<file path="src/rtl/wsd_pkg.sv">
// shared widths and codes for the work-stealing deque
package wsd_pkg;

  localparam int WORD_W = 64;
  localparam int CMD_W  = 2;
  localparam int STAT_W = 2;
  localparam int FILL_W = 5;

  localparam logic [CMD_W-1:0] CMD_PUSH  = 2'd0;
  localparam logic [CMD_W-1:0] CMD_POP   = 2'd1;
  localparam logic [CMD_W-1:0] CMD_STEAL = 2'd2;

  localparam logic [STAT_W-1:0] ST_OK    = 2'd0;
  localparam logic [STAT_W-1:0] ST_EMPTY = 2'd1;
  localparam logic [STAT_W-1:0] ST_FULL  = 2'd2;

endpackage

</file>
<file path="src/rtl/work_stealing_deque_top.sv">
// work-stealing deque: ring buffer with push/pop at tail and steal at head
//
//  channel  | handshake            | payload
//  ---------+----------------------+---------------------------------------------
//  command  | start, busy          | in_cmd, in_push_value
//  result   | out_valid (1 cycle)  | out_status, out_taken_value, out_fill_count
//
// one command per cycle; busy stays low, so a command is taken at every edge with start high
// the result is registered and shows in the cycle after the command edge, held for that single cycle
// pointers and the slot read/write all settle at the command edge; the slot read is registered
// reset clears head, tail and the result strobe; slot contents are left as they are
// the receiver cannot stall, so nothing is ever held back
module work_stealing_deque_top #(
  parameter int DEPTH = 32
) (
  input  logic                          clk,
  input  logic                          rst_n,
  input  logic                          start,
  output logic                          busy,
  input  logic [wsd_pkg::CMD_W-1:0]     in_cmd,
  input  logic [wsd_pkg::WORD_W-1:0]    in_push_value,
  output logic                          out_valid,
  output logic [wsd_pkg::STAT_W-1:0]    out_status,
  output logic [wsd_pkg::WORD_W-1:0]    out_taken_value,
  output logic [wsd_pkg::FILL_W-1:0]    out_fill_count
);
  import wsd_pkg::*;

  localparam int AW   = (DEPTH > 1) ? $clog2(DEPTH) : 1;
  localparam int CNTW = (AW > FILL_W) ? AW : FILL_W;
  localparam logic [AW-1:0] LAST = AW'(DEPTH - 1);

  logic [WORD_W-1:0] mem [DEPTH];

  logic [AW-1:0]     head_r, head_nxt;
  logic [AW-1:0]     tail_r, tail_nxt;
  logic              valid_r;
  logic [STAT_W-1:0] status_r, status_nxt;
  logic [FILL_W-1:0] fill_r, fill_nxt;
  logic              take_r, take_nxt;
  logic [WORD_W-1:0] rd_r;

  logic              accept;
  logic [AW-1:0]     count, count_nxt;
  logic [AW-1:0]     tail_inc, tail_dec, head_inc;
  logic              wr_en, rd_en;
  logic [AW-1:0]     rd_addr;
  logic [CNTW-1:0]   count_ext;

  assign busy   = 1'b0;
  assign accept = start && !busy;

  assign tail_inc = (tail_r == LAST) ? '0 : tail_r + AW'(1);
  assign tail_dec = (tail_r == '0) ? LAST : tail_r - AW'(1);
  assign head_inc = (head_r == LAST) ? '0 : head_r + AW'(1);

  // occupancy modulo depth, depth need not be a power of two
  assign count = (tail_r >= head_r) ? tail_r - head_r : tail_r + LAST + AW'(1) - head_r;

  always_comb begin
    head_nxt   = head_r;
    tail_nxt   = tail_r;
    status_nxt = ST_OK;
    take_nxt   = 1'b0;
    count_nxt  = count;
    wr_en      = 1'b0;
    rd_en      = 1'b0;
    rd_addr    = head_r;
    unique case (in_cmd)
      CMD_PUSH: begin
        if (count == LAST) begin
          status_nxt = ST_FULL;
        end else begin
          wr_en     = 1'b1;
          tail_nxt  = tail_inc;
          count_nxt = count + AW'(1);
        end
      end
      CMD_POP: begin
        if (count == '0) begin
          status_nxt = ST_EMPTY;
        end else begin
          rd_en     = 1'b1;
          take_nxt  = 1'b1;
          rd_addr   = tail_dec;
          tail_nxt  = tail_dec;
          count_nxt = count - AW'(1);
        end
      end
      CMD_STEAL: begin
        if (count == '0) begin
          status_nxt = ST_EMPTY;
        end else begin
          rd_en     = 1'b1;
          take_nxt  = 1'b1;
          rd_addr   = head_r;
          head_nxt  = head_inc;
          count_nxt = count - AW'(1);
        end
      end
      default: begin
        // unused code: report current fill, touch nothing
      end
    endcase
  end

  assign count_ext = CNTW'(count_nxt);
  assign fill_nxt  = count_ext[FILL_W-1:0];

  always_ff @(posedge clk) begin
    if (!rst_n) begin
      head_r  <= '0;
      tail_r  <= '0;
      valid_r <= 1'b0;
    end else begin
      valid_r <= accept;
      if (accept) begin
        head_r <= head_nxt;
        tail_r <= tail_nxt;
      end
    end
  end

  always_ff @(posedge clk) begin
    if (accept) begin
      status_r <= status_nxt;
      fill_r   <= fill_nxt;
      take_r   <= take_nxt;
    end
  end

  // slot store: per cycle, either one write (push) or one registered read (pop, steal)
  always_ff @(posedge clk) begin
    if (accept && wr_en) begin
      mem[tail_r] <= in_push_value;
    end
    if (accept && rd_en) begin
      rd_r <= mem[rd_addr];
    end
  end

  assign out_valid       = valid_r;
  assign out_status      = status_r;
  assign out_fill_count  = fill_r;
  assign out_taken_value = take_r ? rd_r : '0;

endmodule

</file>
<file path="config.mk">
export PLATFORM = sky130hd
export DESIGN_NAME = work_stealing_deque_top
export DESIGN_NICKNAME = d
export VERILOG_FILES = /design/src/rtl/wsd_pkg.sv /design/src/rtl/work_stealing_deque_top.sv
export SDC_FILE = /design/constraint.sdc
export NUM_CORES = 2
export LEC_CHECK = 0
export BUFFER_PORTS_ARGS = -buffer_cell sky130_fd_sc_hd__buf_2
export CELL_PAD_IN_SITES_DETAIL_PLACEMENT = 1
export CELL_PAD_IN_SITES_GLOBAL_PLACEMENT = 1
export CORE_ASPECT_RATIO = 0.7
export CORE_MARGIN = 4
export CORE_UTILIZATION = 35
export CTS_BUF_LIST = sky130_fd_sc_hd__clkbuf_2
export DETAILED_ROUTE_END_ITERATION = 10
export PLACE_DENSITY_LB_ADDON = 0.1
export SYNTH_ARGS = -nofsm -noshare
export SYNTH_HDL_FRONTEND = slang
export SYNTH_SLANG_ARGS = --single-unit
</file>
<file path="constraint.sdc">
create_clock -name clk -period 7.5 [get_ports clk]
set_clock_uncertainty 0.05 [all_clocks]
set_input_delay 0.75 -clock clk [delete_from_list [all_inputs] [get_ports clk]]
set_output_delay 0.75 -clock clk [all_outputs]
set_load 0.01 [all_outputs]
</file>
### Word level (Yosys, flattened, before mapping)

Memories as Yosys holds them, arrays and structs flattened. A register that Yosys moved wholly into a read port is not among the register bits.
Index checks and enable logic that the tools add are counted.

* register bits after elaboration: 19
* bits in writable memories: 2048
* input port bits: 69
* output and inout bits: 73
* memories: 1

* $add $sub $neg: 9
* magnitude comparators: 1
* equality and inequality tests: 7
* mux-type cells: 22
* bitwise operators: 1
* reductions and logical operators: 9

Memory list
* mem: depth 32, width 64, rd ports 1, clocked after memory_dff 1, wr ports 1, RTL line work_stealing_deque_top.sv:33 `logic [WORD_W-1:0] mem [DEPTH];`

Operators by type and width (number)
* two-way mux 64 bit: 1
* two-way mux 5 bit: 10
* adder 5 x 1 -> 5 bit (second input constant): 4
* case mux 5 bit (2 select lines): 2
* == test 5 bit (second input constant): 3
* zero test 5 bit: 2
* subtractor 5 x 1 -> 5 bit (second input constant): 2
* subtractor 5 bit: 2
* two-way mux 1 bit: 7
* adder 5 bit (second input constant): 1
* >= comparator 5 bit: 1
* inequality test 2 bit (second input constant): 2
* case mux 2 bit (2 select lines): 1
* AND reduction 4 bit: 1
* AND reduction 3 bit: 1
* == test 2 x 1 -> 1 bit (second input constant): 1
* == test 2 bit (second input constant): 1
* logical AND 1 bit: 2
* zero test 2 bit: 1
* two-way mux 2 bit: 1
* nonzero test 2 bit: 1
* OR reduction 2 bit: 1
* inverter 1 bit: 1

### Depth between registers and ports, before layout

* word-level depth: 10
* depth in mapped cells: 19
* depth with buffers taken out: 15

### Worst setup path before layout

No wires, ideal clock.

* path kind: register -> register
* start: register tail_r[0]
* end: memory mem[31][0], enable pin
* setup time: 0.487 ns
* data arrival time: 5.264 ns
* data required time: 6.963 ns
* setup slack: 1.699 ns
* stages on the path, launching flop included: 12
* buffers on the path: 0
* path through: dfxtp_1 -> inv_1 -> ha_1 -> inv_1 -> fa_1 -> a211oi_1 -> o21ba_1 -> or2_2 -> and4b_1 -> nor2_1 -> nand3_1 -> nor2_1

* cells in the longest elaborated chain, start to end: 10

RTL lines
* start, declared: RTL line work_stealing_deque_top.sv:36 `logic [AW-1:0] tail_r, tail_nxt;`
* start signal, assigned: RTL line work_stealing_deque_top.sv:119 `tail_r <= tail_nxt;`
* adder 5 bit: RTL line work_stealing_deque_top.sv:58 `assign count = (tail_r >= head_r) ? tail_r - head_r : tail_r + LAST + AW'(1) - head_r;`
* adder 5 x 1 -> 5 bit: RTL line work_stealing_deque_top.sv:58
* subtractor 5 bit: RTL line work_stealing_deque_top.sv:58
* two-way mux 5 bit: RTL line work_stealing_deque_top.sv:58
* == test 5 bit: RTL line work_stealing_deque_top.sv:71 `if (count == LAST) begin`
* two-way mux 1 bit: RTL line work_stealing_deque_top.sv:71
* two-way mux 1 bit: RTL line work_stealing_deque_top.sv:69 `unique case (in_cmd)`
* logical AND 1 bit: RTL line work_stealing_deque_top.sv:134 `if (accept && wr_en) begin`
* two-way mux 1 bit: RTL line work_stealing_deque_top.sv:134
* two-way mux 1 bit (implied by the code): RTL line work_stealing_deque_top.sv:135 `mem[tail_r] <= in_push_value;`
* end, declared: RTL line work_stealing_deque_top.sv:33

Several ways; a longest one is shown, not always the timed one.

### Worst setup path in the final report

* start: register tail_r[0]
* end: register rd_r[4] (read register of mem), data pin

* cells in the longest elaborated chain, start to end: 8

RTL lines
* adder 5 bit: RTL line work_stealing_deque_top.sv:58
* adder 5 x 1 -> 5 bit: RTL line work_stealing_deque_top.sv:58
* subtractor 5 bit: RTL line work_stealing_deque_top.sv:58
* two-way mux 5 bit: RTL line work_stealing_deque_top.sv:58
* zero test 5 bit: RTL line work_stealing_deque_top.sv:80, work_stealing_deque_top.sv:91
* two-way mux 1 bit: RTL line work_stealing_deque_top.sv:80, work_stealing_deque_top.sv:91
* two-way mux 1 bit
* logical AND 1 bit: RTL line work_stealing_deque_top.sv:137 `if (accept && rd_en) begin`
* end, declared: RTL line work_stealing_deque_top.sv:41 `logic [WORD_W-1:0] rd_r;`

Several ways; a longest one is shown, not always the timed one.
A chain may end at the register's enable or synchronous reset.

==> run metrics <==
outcome=completed; Worst-path clk slew=120 ps; Placed Cells=9237; Clk pwr share=0.312; YS warnings=0; asr flop ratio synth=0; Max Fclk=153 MHz; Slew Viols, Final=0; antenna violations before repair=34; part of the Yosys area used for sequential elements=0.751; Post-synth top cells=edfxtp_1, nand2_1, nand3_1; Placer Congestion=0.742; post-synthesis simple-gate area fraction=0.137; clock sinks=2131; Sum Neg Setup Slack=0 ps; xor-xnor portion of the synthesized cell area=0.000309; Avg WL per Cell=29.6 µm; Power Dens Cells=265 nW/µm²; layout cell share with drive strength beyond 1=0.183; slew at the pin closest to its max-slew limit=1250 ps; first-pass GRT wire length=433000 µm; CTS tree=done; Synth Net Count=6193; Starting Density=0.352; DIE HEIGHT=421 µm; PortBufs=140; total CTS buffers=556; Die Width=597 µm; Max clock buf depth=4; Post-Syn Area=85100 µm²; synth unique cells=75; Total GRT Usage=0.239; Seq pwr share=0.518; # DRC=0; Slew HR=0.165; vias in the first global route=57322; clk_lat worst skew=1720 ps; die area=251000 µm²; Hold WC Path Type=in -> reg; via/cell ratio=5.42; DP HPWL=155000 µm; Synth Area in Adders=0.00303; IO Count=142; CP required=8930 ps; Final Core Density=0.400; Synth area leaders=edfxtp_1, nand2_1, nand3_1; Leakage=34.7 nW; # rows=151; area delta synth->final=13.8%; Finished Layout Cells=10311; post-synth top area cell=edfxtp_1; Core Footprint=242000 µm²; fin crit period=6530 ps; peak supply drop=0.000122 V; count leader, synth=edfxtp_1; Synth top area share=0.748; hold violation total from the final report=0; Routed Antenna Nets=0; MaxCap Viol Count=0; Sw Ratio=0.311; DRT Pass-1 Iters=5; Post-CTS Resized=0; H-Tree Depth=6; critical path launch point type=flip-flop; Most used DFF post-synth=edfxtp_1; period utilization=0.871; maximum number of pins on one net before global-route repair=148; worst path arrival time=7960 ps; #FFs+latches synth=2131; Detailed Route WL=305000 µm; Psw=7.99 mW; CTS root buf=clkbuf_2; # setup viols final=0; Setup CP Type=reg -> reg; largest family of logic cells by synthesized area=simple AND/OR/NAND/NOR gates; Post-CTS Setup Bufs=0; Mean Syn Cell Area=13.9 µm²; worst-path fanout max=64; combinational share of power=0.171; Int Power=17.7 mW; compound-cell area share of the yosys netlist=0.0509; vias post-DR=55896; gr ovfl total=0; Iteration-0 DRC Markers=4963; cell count after synthesis=6104; nets=6827; CP endpoint kind=flip-flop; number of synthesized flops with an enable pin=2120; post-synthesis mux area share=0.0346; RSZ-0062 raised after global routing=no
-- repair_timing --
| action | 4_1_cts | 5_1_grt |
|---|---|---|
| endpoints found under the hold margin | 2100 | 0 |
| hold buffers | 156 | 0 |
| setup endpoints to repair | 0 | 0 |
-- worst paths after layout --
kind	start	to	slack [ps]	cells after the start
worst max-delay path	tail_r[0]$_SDFFE_PN0P_	rd_r[4]$_DFFE_PP_	970	14
worst max register to register	tail_r[0]$_SDFFE_PN0P_	rd_r[4]$_DFFE_PP_	970	14
worst min register to register	tail_r[0]$_SDFFE_PN0P_	tail_r[0]$_SDFFE_PN0P_	620	2
worst min-delay path	in_cmd[1]	out_fill_count[2]$_DFFE_PP_	380	6
-- kinds of logic (layout without fill, tap and decap cells) --
family          after synthesis  in the layout
simple gates               2626           2626
flops                      2131           2131
compound gates              611            611
buf+inv                     420           1400
mux                         292            292
fa+ha+maj                    20             20
xor+xnor                      3              3
other cells                   1             15
-- worst max-delay path, cell delays in order, from the launching register on --
cell and delay [ps]:
dfxtp_1 370, inv_1 270, ha_1 220, inv_1 50, fa_1 430, a211oi_1 480
nor2_1 150, o221a_1 490, or4_2 1120, nand2_8 690, buf_4 370, mux2_2 370
a2111oi_0 730, and4_1 340, nor4_2 60
-- layout by cell type (no fill, tap or decap), drive strengths merged, types with 33 or more instances in the layout --
cell type / count
mux2i: 282
o221a: 33
and3: 110
edfxtp: 2120
o22ai: 61
inv: 33
nand3: 863
and2: 74
nor2: 58
a311oi: 37
nand2: 1433
o21ai: 98
a21oi: 131
a211oi: 35
clkinv: 61
buf: 335
dlygate4sd3: 145
clkbuf: 813
-- area by class of cell --
cell class                 instances  area [µm²]
fill                           25191      145000
tap                             3213        4020
timing repair buffer             480        4500
antenna                           14        35.0
inverter                          16        60.1
sequential                      2131       63900
multi-input combinational       3553       19700
clock buffer                     813        4070
clock inverter                    91         581
-- sequential cells by signal, indices dropped and copies added, names as in the netlist --
| register | cells |
|---|---|
| mem | 2048 |
| rd_r | 64 |
| head_r | 5 |
| out_fill_count | 5 |
| tail_r | 5 |
| out_status | 2 |
| out_valid | 1 |
| take_r | 1 |
-- routing by layer --
metal / routed length [µm] / vias to the layer above / share of wire / track usage
met4: 5520 / 18 / 0.018 / 0.0543
li1: - / 24446 / - / -
met3: 17500 / 416 / 0.057 / 0.0430
met1: 146000 / 29230 / 0.48 / 0.358
met5: 116 / - / 0.00038 / 0
met2: 135000 / 1786 / 0.44 / 0.362
-- metrics by stage --
stage / setup slack [ps] / power, mW / instance area, µm² / hold slack [ps]
2_1_floorplan: 1700 / 16.2 / 85100 / 461
3_3_place_gp: 1390 / 17.9 / 90500 / 532
3_5_place_dp: 1020 / 17.9 / 90500 / 553
4_1_cts: 1040 / 26.1 / 96800 / 56.6
5_1_grt: 664 / 27.0 / 96800 / 215
6_report: 969 / 25.7 / 96800 / 382
-- power groups by stage --
stage               combinational (mW)  sequential [mW]  clock [mW]
floorplan                         2.63             13.5           0
global placement                  4.29             13.6           0
detailed placement                4.32             13.6           0
CTS                               4.42             13.3        8.34
global route                      4.77             13.3        8.96
finish                            4.38             13.3        8.02
Note: power is estimated with default switching activity, not from simulation.
